### src/lpm_pkg.sv
`default_nettype none
package lpm_pkg;

	localparam int ADDR_W = 32;
	localparam int LEN_W  = 6;
	localparam int COST_W = 16;

	localparam logic [LEN_W-1:0] MAX_LEN = 6'd32;
	localparam logic [ADDR_W-1:0] ALL_ONES = 32'hFFFF_FFFF;

	localparam logic MODE_INSERT = 1'b0;
	localparam logic MODE_LOOKUP = 1'b1;

	typedef enum logic [1:0] {
		ST_IDLE,
		ST_SCAN,
		ST_DRAIN,
		ST_DONE
	} lpm_state_t;

	typedef struct packed {
		logic [ADDR_W-1:0] hop;
		logic [COST_W-1:0] cost;
		logic [LEN_W-1:0]  length;
		logic [ADDR_W-1:0] prefix;
	} route_entry_t;

	typedef struct packed {
		logic              mode;
		logic [ADDR_W-1:0] address;
		logic [LEN_W-1:0]  prefix_len;
		logic [COST_W-1:0] metric;
		logic [ADDR_W-1:0] hop_in;
	} lpm_req_t;

	typedef struct packed {
		logic              matched;
		logic [ADDR_W-1:0] hop_out;
		logic              insert_dropped;
	} lpm_rsp_t;

	// Lengths of 32 and above give an all-ones mask; zero gives no bits.
	function automatic logic [ADDR_W-1:0] len_mask(input logic [LEN_W-1:0] len);
		return ~(ALL_ONES >> len);
	endfunction

endpackage
`default_nettype wire

### src/lpm_scan.sv
`default_nettype none
module lpm_scan #(
	parameter int ROUTES = 64,
	parameter int IW     = 6
) (
	input  wire logic                  clk,
	input  wire logic                  arst_n,
	input  wire logic                  in_valid,
	output logic                       in_ready,
	input  wire lpm_pkg::lpm_req_t     in_req,
	output logic                       out_valid,
	input  wire logic                  out_ready,
	output lpm_pkg::lpm_rsp_t          out_rsp,
	output logic                       rd_en,
	output logic [IW-1:0]              rd_addr,
	input  wire lpm_pkg::route_entry_t rd_entry_s1,
	input  wire logic                  rd_valid_s1,
	output logic                       wr_en,
	output logic [IW-1:0]              wr_addr,
	output lpm_pkg::route_entry_t      wr_entry
);

	localparam logic [IW-1:0] LAST_IDX = IW'(ROUTES - 1);

	lpm_pkg::lpm_state_t state_q, state_d;

	logic [IW-1:0] idx_q;
	logic          proc_s1;
	logic [IW-1:0] proc_idx_s1;

	// Item being worked on; for an insert the address is already masked.
	logic                         mode_q;
	logic [lpm_pkg::ADDR_W-1:0]   addr_q;
	logic [lpm_pkg::LEN_W-1:0]    len_q;
	logic [lpm_pkg::COST_W-1:0]   cost_q;
	logic [lpm_pkg::ADDR_W-1:0]   hop_q;

	logic                         found_q;
	logic [lpm_pkg::LEN_W-1:0]    best_len_q;
	logic [lpm_pkg::ADDR_W-1:0]   best_hop_q;
	logic                         hit_q;
	logic [IW-1:0]                hit_idx_q;
	logic [lpm_pkg::COST_W-1:0]   hit_cost_q;
	logic                         free_q;
	logic [IW-1:0]                free_idx_q;

	logic                         out_valid_q;
	lpm_pkg::lpm_rsp_t            out_rsp_q;

	logic                         accept;
	logic                         finish;
	logic [lpm_pkg::LEN_W-1:0]    in_len_sat;
	logic                         covers;
	logic                         same_key;

	assign in_len_sat = (in_req.prefix_len > lpm_pkg::MAX_LEN) ? lpm_pkg::MAX_LEN
		: in_req.prefix_len;
	assign covers = rd_valid_s1 &&
		((addr_q & lpm_pkg::len_mask(rd_entry_s1.length)) == rd_entry_s1.prefix);
	assign same_key = rd_valid_s1 && (rd_entry_s1.length == len_q) &&
		(rd_entry_s1.prefix == addr_q);

	always_ff @(posedge clk or negedge arst_n) begin
		if (!arst_n) begin
			state_q <= lpm_pkg::ST_IDLE;
		end else begin
			state_q <= state_d;
		end
	end

	always_comb begin
		state_d  = state_q;
		in_ready = 1'b0;
		rd_en    = 1'b0;
		finish   = 1'b0;
		case (state_q)
			lpm_pkg::ST_IDLE: begin
				in_ready = 1'b1;
				if (in_valid) begin
					state_d = lpm_pkg::ST_SCAN;
				end
			end
			lpm_pkg::ST_SCAN: begin
				rd_en = 1'b1;
				if (idx_q == LAST_IDX) begin
					state_d = lpm_pkg::ST_DRAIN;
				end
			end
			lpm_pkg::ST_DRAIN: begin
				state_d = lpm_pkg::ST_DONE;
			end
			lpm_pkg::ST_DONE: begin
				// The result and the table update go out together once the
				// output register is free.
				if (!out_valid_q || out_ready) begin
					finish  = 1'b1;
					state_d = lpm_pkg::ST_IDLE;
				end
			end
			default: begin
				state_d = lpm_pkg::ST_IDLE;
			end
		endcase
	end

	assign accept  = in_valid && in_ready;
	assign rd_addr = idx_q;

	always_ff @(posedge clk or negedge arst_n) begin
		if (!arst_n) begin
			idx_q   <= '0;
			proc_s1 <= 1'b0;
		end else begin
			proc_s1 <= rd_en;
			if (accept) begin
				idx_q <= '0;
			end else if (rd_en && idx_q != LAST_IDX) begin
				idx_q <= idx_q + IW'(1);
			end
		end
	end

	always_ff @(posedge clk) begin
		proc_idx_s1 <= idx_q;
		if (accept) begin
			mode_q <= in_req.mode;
			len_q  <= in_len_sat;
			cost_q <= in_req.metric;
			hop_q  <= in_req.hop_in;
			if (in_req.mode == lpm_pkg::MODE_INSERT) begin
				addr_q <= in_req.address & lpm_pkg::len_mask(in_len_sat);
			end else begin
				addr_q <= in_req.address;
			end
		end
	end

	always_ff @(posedge clk or negedge arst_n) begin
		if (!arst_n) begin
			found_q <= 1'b0;
			hit_q   <= 1'b0;
			free_q  <= 1'b0;
		end else if (accept) begin
			found_q <= 1'b0;
			hit_q   <= 1'b0;
			free_q  <= 1'b0;
		end else if (proc_s1) begin
			if (covers && (!found_q || rd_entry_s1.length > best_len_q)) begin
				found_q <= 1'b1;
			end
			if (same_key) begin
				hit_q <= 1'b1;
			end
			if (!rd_valid_s1) begin
				free_q <= 1'b1;
			end
		end
	end

	always_ff @(posedge clk) begin
		if (proc_s1) begin
			if (covers && (!found_q || rd_entry_s1.length > best_len_q)) begin
				best_len_q <= rd_entry_s1.length;
				best_hop_q <= rd_entry_s1.hop;
			end
			if (same_key) begin
				hit_idx_q  <= proc_idx_s1;
				hit_cost_q <= rd_entry_s1.cost;
			end
			if (!rd_valid_s1 && !free_q) begin
				free_idx_q <= proc_idx_s1;
			end
		end
	end

	always_comb begin
		wr_en           = 1'b0;
		wr_addr         = hit_q ? hit_idx_q : free_idx_q;
		wr_entry.prefix = addr_q;
		wr_entry.length = len_q;
		wr_entry.cost   = cost_q;
		wr_entry.hop    = hop_q;
		if (finish && mode_q == lpm_pkg::MODE_INSERT) begin
			wr_en = hit_q ? (cost_q < hit_cost_q) : free_q;
		end
	end

	always_ff @(posedge clk or negedge arst_n) begin
		if (!arst_n) begin
			out_valid_q <= 1'b0;
		end else if (finish) begin
			out_valid_q <= 1'b1;
		end else if (out_ready) begin
			out_valid_q <= 1'b0;
		end
	end

	always_ff @(posedge clk) begin
		if (finish) begin
			out_rsp_q.matched        <= (mode_q == lpm_pkg::MODE_LOOKUP) && found_q;
			out_rsp_q.hop_out        <= ((mode_q == lpm_pkg::MODE_LOOKUP) && found_q)
				? best_hop_q : '0;
			out_rsp_q.insert_dropped <= (mode_q == lpm_pkg::MODE_INSERT) && !hit_q
				&& !free_q;
		end
	end

	assign out_valid = out_valid_q;
	assign out_rsp   = out_rsp_q;

endmodule
`default_nettype wire

### config.mk
export PLATFORM = sky130hd
export DESIGN_NAME = lpm_scan
export DESIGN_NICKNAME = d
export VERILOG_FILES = /design/src/lpm_pkg.sv /design/src/lpm_scan.sv
export SDC_FILE = /design/constraint.sdc
export NUM_CORES = 1
export LEC_CHECK = 0
export ABC_AREA = 1
export BUFFER_PORTS_ARGS = -buffer_cell sky130_fd_sc_hd__buf_2
export CORE_MARGIN = 10
export CORE_UTILIZATION = 25
export CTS_CLUSTER_SIZE = 8
export DETAILED_ROUTE_END_ITERATION = 7
export GPL_TIMING_DRIVEN = 0
export PLACE_DENSITY = 0.55
export SYNTH_ARGS = -nofsm -noshare
export SYNTH_HDL_FRONTEND = slang
export SYNTH_SLANG_ARGS = --single-unit
### constraint.sdc
create_clock -name clk -period 4.6 [get_ports clk]
set_clock_uncertainty 0.05 [all_clocks]
set_input_delay 0.69 -clock clk [delete_from_list [all_inputs] [get_ports clk]]
set_output_delay 0.69 -clock clk [all_outputs]
set_load 0.01 [all_outputs]
==> metrics, run 1 <==
status completed; Layout Utilization 0.337; Final Hold Fails 0; layout cell share with drive strength beyond 1 0.289; Core ar. 38600 sq um; synthesis warning total 0; critical path class reg2out; DP Cell Count 1815; Post-DP HPWL 27200 microns; cell mode on critical path nand2_1; Worst Hold Depth 1; clk slew on worst S/H paths 0.05 ns; prevailing post-synth register cell edfxtp_1; DR vias about 8000; Cell Count, Final, Fillers Out 1880; Post-synth EDFFs around 190; CTS tree built; Max Transition Viols Final 0; R2R depth 8; Req. time, crit path 3.86 ns; DRT antenna net count 0; sequential fraction of the synthesis area 0.624; top-area cell type share of the netlist area 0.578; RSZ-0062 raised after global routing no; iteration count of the initial detailed-routing pass 6; Critical Path Slowest Stage Cell edfxtp_1; Seq. cell area between 6000 and 7000 sq um; Worst-Margin Slew 0.658 ns; final setup fails 0; number of cell rows 72; I/O Buffers approximately 310; clk_lat worst skew 0.56 ns; worst-path maximum fanout 2; DR WL/cell between 15 and 20 microns; grt total ovfl 0; Chip Height 217 microns; cells along the critical path ha_1 > a21oi_1 > nand2_1 > nand4_1 > nand2_1 > nand3_1 > nand2_1 > a21oi_1 > buf_2; syn_nets 1183; final period utilization 0.659; largest net degree at the start of global routing 50; Worst Path Arrival 2.29 ns; max cap viols 0; IO Count around 310; die width 217 microns; flops & latches, synth approximately 210; Final Power just under 6 mW; CTS Root Cell clkbuf_16; clk sink count 206; Worst VDD drop about 0.22 mV; Final min period 3.03 ns; crit-path max cell delay 0.41 ns; cts hold-fix bufs 1; Initial DRC Count roughly 540; Max clock buf depth 3; GRT Util Overall 0.137; CTS Buf Count 30; most frequent cell after synthesis nand2_1; reg2reg setup slack between 1.5 and 2 ns; setup bufs post-CTS 0; Worst slew margin 0.562; DR vias/cell between 4 and 5; first-pass GRT wire length ~49000 microns; hold slack final 0.253 ns; H-Tree Depth 1; Post-CTS Resized 0; Post-Syn Area per Cell 9.92 sq um; DR DRC count 0; initial antenna violation count 16; FILL cells 4043; largest cells by area after synthesis edfxtp_1 (58%), nand2_1 (8.8%), inv_1 (6.6%), nor2_1 (5.0%), dfrtp_1 (3.3%); Detailed Route WL 33600 microns; routability cong. 0.928; Lkg Pwr 6.00 nW; mapped cell area 9710 sq um; initial core utilization 0.252; Multi-input gate area 2920 sq um; Cell variety after synth 42; crit end category output port; vias in the first global route between 8000 and 9000; Post-Syn Instances 979; async set-reset flop share out of synthesis 0.0631; nets roughly 1500; area grow syn2layout 33.7%; die area 47100 sq um; cell taking the most area after synthesis edfxtp_1; Hold WC Path Type in2reg; Critical Path Start Type register; Max Clk Rate 330 MHz; PwrDens 447 nW/um^2; top cells by count, synth nand2_1 (227), edfxtp_1 (187), inv_1 (172), nor2_1 (130), nand3_1 (43)
==> path summary, 6_finish.rpt <==
kind                             endpoint       startpoint
max reg2reg                  hit_idx_q[5]       addr_q[12]
min reg2reg                  hit_idx_q[2]   proc_idx_s1[2]
min                        best_hop_q[19]  rd_entry_s1[73]
max                                 wr_en        cost_q[3]
min in group asynchronous      rd_addr[3]           arst_n
max in group asynchronous      rd_addr[5]           arst_n
==> critical path: cells and delay by family, from the launching register on <==
family / cells / cell delay, ns
AO/OA/AOI/OAI: 2 / 0.38
adder cells (fa/ha/maj): 1 / 0.33
buffers and inverters: 1 / 0.19
flip-flops: 1 / 0.41
AND/OR/NAND/NOR: 5 / 0.43
==> metrics by stage <==
step / setup WS, ns / setup TNS (ns) / instance area [sq um]
final: 1.57 / 0 / 13000
after global routing: 1.47 / 0 / 13000
after CTS: 1.53 / 0 / 13000
after detailed placement: 1.33 / 0 / 12100
after global placement: -0.463 / -17.72 / 11900
after floorplan: 0.979 / 0 / 9710
==> placed cells by master, fill, tap and decap left out, drive strengths merged, types with 2 or more instances in the layout <==
master and instances:
a211oi 2, nor4 3, inv 176, a21boi 12, dfrtp 13, or2 5
nand4 25, xor2 3, nor2 134, a21oi 33, ha 26, clkbuf 60
and3 2, nor3b 6, o2111ai 2, diode 8, nand2 233, buf 326
dfxtp 6, o21ai 28, nor3 8, nand3 45, edfxtp 187, o21a 4
nand3b 3, o22ai 5
==> power by group <==
part / leakage, nW / internal [mW] / switching (mW)
clock: 0.429 / 1.28 / 0.799
sequential: 1.94 / 2.41 / 0.148
combinational: 3.63 / 0.415 / 0.761
total: 6.00 / 4.10 / 1.71
==> sequential cells by signal, summed over array words and instances, names as in the netlist <==
| register | flops |
|---|---|
| len_q | 6 |
| free_q | 1 |
| hit_idx_q | 6 |
| hit_q | 1 |
| proc_idx_s1 | 6 |
| out_valid | 1 |
| free_idx_q | 6 |
| out_rsp | 34 |
| best_hop_q | 32 |
| state_q | 2 |
| hit_cost_q | 16 |
| proc_s1 | 1 |
| addr_q | 32 |
| mode_q | 1 |
| cost_q | 16 |
| best_len_q | 6 |
| hop_q | 32 |
| rd_addr | 6 |
| found_q | 1 |
==> cell type report <==
| class | count | area share |
|---|---|---|
| antenna | 8 | 0.00154 |
| timing repair buffer | 319 | 0.129 |
| multi-input combinational | 584 | 0.225 |
| sequential | 206 | 0.467 |
| buffer | 13 | 0.00665 |
| tap | 518 | 0.0499 |
| inverter | 176 | 0.0511 |
| clock inverter | 1 | 0.00125 |
| clock buffer | 55 | 0.0682 |
==> logic make-up after synthesis <==
family / Yosys count / share of synthesized area
and+or+nand+nor: 464 / 0.206
xor gates and xnor gates: 4 / 0.00361
adders and majority gates: 26 / 0.0335
AOI/OAI and AO/OA: 90 / 0.0555
buffers and inverters: 189 / 0.0769
DFF: 206 / 0.624
==> per-layer routing <==
layer	part of all wire	track usage	vias up
li1	-	-	3951
met3	0.087	0.0447	67
met1	0.41	0.167	3720
met2	0.47	0.226	327
met4	0.025	0.0422	12
met5	0.0023	0	-
(Power assumes the default switching activity.)
==> run 2: changes to the inputs <==
Settings changed: ABC_AREA 1 to 0, PLACE_DENSITY 0.55 to 0.56.
Clock period 4.6 ns to 2.8 ns, I/O delays scaled along.
==> metrics, run 2 <==
status completed; clk slew on worst S/H paths 0.05 ns; Detailed Route WL about 32000 microns; crit end category output port; layout cell share with drive strength beyond 1 0.349; total negative slack 0 ns; RSZ-0062 raised after global routing yes; Post-Synth Adder-Cell Area 0.0361; area grow syn2layout 46.6%; mux contribution to synthesized area 0.0189; syn_nets 878; Hold WC Path Type in2reg; cell mode on critical path o21ai_1; Worst Hold Depth 1; Worst Path Arrival 2.25 ns; Final Hold Fails 0; grt total ovfl 0; met3 GRT Util 0.0478; DR vias 7248; number of cell rows a little under 70; Largest register FFs 34; Worst VDD drop 0.392 mV; die width between 200 and 250 microns; DRT antenna net count 0; final setup fails 0; initial antenna violation count 7; crit-path max cell delay 0.44 ns; Chip Height ~210 microns; cells along the critical path ha_4 > a21oi_1 > nor2b_1 > o21ai_1 > nand4_1 > a211o_1 > o21ai_1 > buf_2; mapped cell area 9020 sq um; DR DRC count 0; R2R depth 9; Initial DRC Count 339; routability cong. 0.902; initial core utilization 0.254; highest-count cells in the layout ignoring fill and taps buf_2 (317), edfxtp_1 (187), dlygate4sd3_1 (92); largest net degree at the start of global routing 63; CTS tree built; H-Tree Depth 1; GR met1 Demand/Resource 0.162; CTS Buf Count 30; first-pass GRT wire length approximately 47000 microns; synthesis warning total 0; main combinational cell family by area after synthesis simple AND/OR/NAND/NOR gates; cell family with most CP delay compound AO/OA/AOI/OAI gates; max cap viols 0; clk_lat worst skew 0.54 ns; async set-reset flop share out of synthesis 0.0631; top cells by count, synth edfxtp_1 (187), inv_1 (57), and3_1 (34), nor2b_1 (31); Worst slew margin 0.240; Post-DP HPWL 24200 microns; most frequent cell after synthesis edfxtp_1; cell taking the most area after synthesis edfxtp_1; Simple-Gate Fraction of Synth Area 0.125; Reg-to-Reg End best_hop_q[20]; nets ~1300; critical path class reg2out; hold_sp rd_entry_s1[61]; R2R Path Start addr_q[30]; Max Transition Viols Final 0; Post-Syn Area per Cell 13.4 sq um; hold slack final about 0.037 ns; xor/xnor share of the synthesized area 0.0184; Req. time, crit path 2.33 ns; DR WL/cell 19.9 microns; Worst-Margin Slew ~1.1 ns; top-area cell type share of the netlist area 0.622; DR vias/cell ~4.5; reg2reg setup slack 0.20 ns; Core ar. about 36000 sq um; largest cells by area after synthesis edfxtp_1 (62%), dfrtp_1 (3.6%), ha_1 (3.6%), inv_1 (2.4%), and3_1 (2.4%); GRT met2 Usage 0.234; Critical Path Start Type register; Post-synth EDFFs 187; flops & latches, synth 206; GRT Util Overall 0.138; vias in the first global route approximately 7700; I/O Buffers 311; iteration count of the initial detailed-routing pass 8; Post-Syn Instances 674; sequential fraction of the synthesis area 0.672; PwrDens 711 nW/um^2; Max Clk Rate 367 MHz; Critical Path Slowest Stage Cell edfxtp_1; final period utilization 0.973; Lkg Pwr 5.56 nW; Synth Area in Compound Gates 0.0947; CTS Root Cell clkbuf_16; most common cell after layout, fill and taps aside buf_2; worst path bufs/invs 1; GR peak layer met2; prevailing post-synth register cell edfxtp_1; Max clock buf depth 3; hold worst-path end best_hop_q[7]; clk sink count 206; die area 44100 sq um; IO Count 314; worst-path maximum fanout 2; Final min period about 2.7 ns; Cell variety after synth 61
[run 2: kinds of logic after synthesis]
family | after synthesis
XOR/XNOR | 19
AO/OA/AOI/OAI | 125
AND/OR/NAND/NOR | 201
buffers and inverters | 81
flip-flops | 206
adder cells (fa/ha/maj) | 26
multiplexers | 16
[run 2: repair_timing]
item	4_1_cts	5_1_grt
cloned	2	0
gates resized for setup	8	8
endpoints found under the setup margin	39	61
pin swaps	6	7
hold endpoints to repair	103	1
hold buffers	91	1
buffers inserted	9	1
[run 2: final cells by class]
class	count	area, sq um
fillers	3541	22300
flip-flops and latches	206	6060
multi-input cells	389	2760
repair buffers	415	2620
clock buffers	44	855
well taps	461	577
inverters	57	214
plain buffers	24	124
diodes	4	10.0
clock inverters	1	3.75
[run 2: how the worst max path moves through the flow]
stage / startpoint / end / slack, ns / depth (start not counted)
floorplan: rd_entry_s1[34] / best_hop_q[0] / -0.18 / 8
global placement: rd_entry_s1[36] / best_hop_q[17] / -1.38 / 9
detailed placement: rd_entry_s1[36] / best_hop_q[17] / -1.41 / 8
CTS: cost_q[1] / wr_en / 0.008 / 8
global route: cost_q[14] / wr_en / -0.06 / 7
finish: cost_q[13] / wr_en / 0.08 / 8
[run 2: routing by layer]
layer / wire, microns / share of wire / up-vias
met3: 2930 / 0.092 / 52
met4: 743 / 0.023 / 4
met2: 15600 / 0.49 / 308
li1: - / - / 3431
met1: 12500 / 0.39 / 3453
met5: 21 / 0.00066 / -
[run 2: through the flow]
| stage | setup WS [ns] | cells | instance area [sq um] | util | power (mW) |
|---|---|---|---|---|---|
| after CTS | 0.00794 | 1595 | 13200 | 0.370 | 9.57 |
| after global placement | -1.38 | 1446 | 11200 | 0.315 | 6.03 |
| after global routing | -0.0646 | 1599 | 13200 | 0.372 | 9.91 |
| final | 0.0757 | 1601 | 13200 | 0.372 | 9.40 |
| after floorplan | -0.176 | 674 | 9070 | - | 5.11 |
| after detailed placement | -1.41 | 1448 | 11300 | 0.317 | 6.06 |
[run 2: report_power, final]
part / total [mW] / internal, mW / switching, mW
Combinational: 1.91 / 0.771 / 1.14
Sequential: 4.21 / 3.95 / 0.265
Clock: 3.28 / 2.05 / 1.23
Total: 9.40 / 6.77 / 2.63
==> run 3: changes to the inputs <==
--- a/config.mk
+++ b/config.mk
@@ -8,4 +8,5 @@
 export ABC_AREA = 0
 export BUFFER_PORTS_ARGS = -buffer_cell sky130_fd_sc_hd__buf_2
+export CORE_ASPECT_RATIO = 1.5
 export CORE_MARGIN = 10
 export CORE_UTILIZATION = 25
@@ -14,4 +15,5 @@
 export GPL_TIMING_DRIVEN = 0
 export PLACE_DENSITY = 0.56
+export RECOVER_POWER = 50
 export SYNTH_ARGS = -nofsm -noshare
 export SYNTH_HDL_FRONTEND = slang
--- a/constraint.sdc
+++ b/constraint.sdc
@@ -3,3 +3,3 @@
 set_input_delay 0.42 -clock clk [delete_from_list [all_inputs] [get_ports clk]]
 set_output_delay 0.42 -clock clk [all_outputs]
-set_load 0.01 [all_outputs]
+set_load 0.005 [all_outputs]
==> metrics, run 3 (synthesis results as in run 2) <==
DR vias/cell around 4.5; Critical Path Start Type input pin; vias in the first global route 7952; clk slew on worst S/H paths 0.05 ns; DRT antenna net count 0; final setup fails 0; Chip Height 253 microns; CTS Root Cell clkbuf_16; Sw Ratio 0.277; Largest register FFs 34; die width 175 microns; cell-internal power 6.57 mW; clk_lat worst skew 0.55 ns; routability cong. ~0.94; Worst slew margin 0.252; Lkg Pwr 5.34 nW; number of cell rows 85; worst-path maximum fanout 19; clock group share of total power 0.343; DR WL/cell 20.0 microns; iteration count of the initial detailed-routing pass 5; DR DRC count 0; H-Tree Depth 1; Final Hold Fails 0; P_sw approximately 2.5 mW; Hold WC Path Type in2reg; initial antenna violation count 3; most common cell after layout, fill and taps aside buf_2; Core ar. between 30000 and 40000 sq um; RSZ-0062 raised after global routing yes; final period utilization 0.991; largest net degree at the start of global routing 62; Reg power frac 0.463; area grow syn2layout 46.2%; max cap viols 0; status completed; I/O Buffers between 300 and 400; IO Count 314; hold slack final 0.0404 ns; R2R depth 8; initial core utilization 0.252; CTS Buf Count 29; Req. time, crit path approximately 3.0 ns; Worst-Margin Slew 1.12 ns; Initial DRC Count 619; Post-DP HPWL 24700 microns; Max Transition Viols Final 0; Max Clk Rate 360 MHz; CTS tree built; GRT Util Overall 0.139; nets approximately 1300; Cell Count, Final, Fillers Out 1624; highest-count cells in the layout ignoring fill and taps buf_2 (243), edfxtp_1 (187), clkbuf_1 (99); DP Cell Count roughly 1500; Worst Path Arrival 2.97 ns; total negative slack 0 ns; crit end category register; Multi-input gate area 2800 sq um; Layout Utilization 0.369; Worst Hold Depth 1; Detailed Route WL between 30000 and 40000 microns; first-pass GRT wire length 47300 microns; Comb power frac 0.194; die area 44200 sq um; critical path class in2reg; FILL cells 3573; clk sink count 206; Seq. cell area 6060 sq um; PwrDens 689 nW/um^2; DR vias 7289; Final min period roughly 2.8 ns; Worst VDD drop 0.418 mV; layout cell share with drive strength beyond 1 0.286; Final Power roughly 9.1 mW; grt total ovfl 0; Max clock buf depth 3
## run 3: changes by cell type in the layout (fill, tap and decap cells not counted), moves of 3 or more
cell           change
dlygate4sd3_1      +5
buf_4              +3
buf_2             -74
clkbuf_8           -3
clkbuf_1          +76
and2_0             +3
## run 3: final cells by class
type / instances / share of cell area
Tap cell: 478 / 0.0453
Clock buffer: 44 / 0.0593
Clock inverter: 1 / 0.000664
Sequential cell: 206 / 0.459
Antenna cell: 3 / 0.000569
Multi-Input combinational cell: 389 / 0.212
Buffer: 23 / 0.00910
Inverter: 57 / 0.0162
Timing Repair Buffer: 423 / 0.197
## run 3: final timing paths
path / slack (ns) / end / start
max: 0.03 / best_hop_q[28] / rd_entry_s1[33]
min: 0.04 / best_len_q[1] / rd_entry_s1[33]
max reg2reg: 0.11 / best_hop_q[28] / addr_q[8]
min reg2reg: 0.37 / free_idx_q[2] / proc_idx_s1[2]
max in group asynchronous: 1.75 / rd_addr[2] / arst_n
min in group asynchronous: 0.44 / out_valid / arst_n
## run 3: routing by layer
| metal | up-vias | part of all wire | global-route usage |
|---|---|---|---|
| li1 | 3438 | - | - |
| met1 | 3463 | 0.35 | 0.137 |
| met2 | 306 | 0.54 | 0.267 |
| met3 | 82 | 0.066 | 0.0332 |
| met4 | 0 | 0.042 | 0.0605 |
| met5 | - | 0 | 0 |
## run 3: what timing repair did
action	in CTS	in global routing
hold endpoints to repair	109	0
gates cloned	2	0
endpoints found under the setup margin	39	55
hold buffers	97	0
resized for setup	7	15
pin swaps	7	8
buffers inserted	10	3
## run 3: power groups by stage
stage	sequential [mW]	combinational (mW)	clock, mW
2_1_floorplan	4.25	0.695	0
3_3_place_gp	4.28	1.57	0
3_5_place_dp	4.26	1.62	0
4_1_cts	4.20	1.82	3.24
5_1_grt	4.25	1.95	3.36
6_report	4.21	1.77	3.12
## run 3: stage by stage
| stage | setup WS [ns] | cell area, sq um |
|---|---|---|
| floorplan | -0.176 | 9070 |
| global placement | -1.23 | 11200 |
| detailed placement | -1.23 | 11300 |
| CTS | 0.0227 | 13200 |
| global route | -0.0262 | 13200 |
| finish | 0.0259 | 13200 |
## run 3: worst max-delay path, stage by stage
cell,delay [ns]
buf_2,0.10
buf_2,0.19
buf_4,0.21
nor2_1,0.08
o21ai_0,0.29
mux2i_2,0.35
o2111ai_1,0.21
nor4_4,0.38
nand4_1,0.16
buf_4,0.20
a31oi_4,0.16
buf_12,0.18
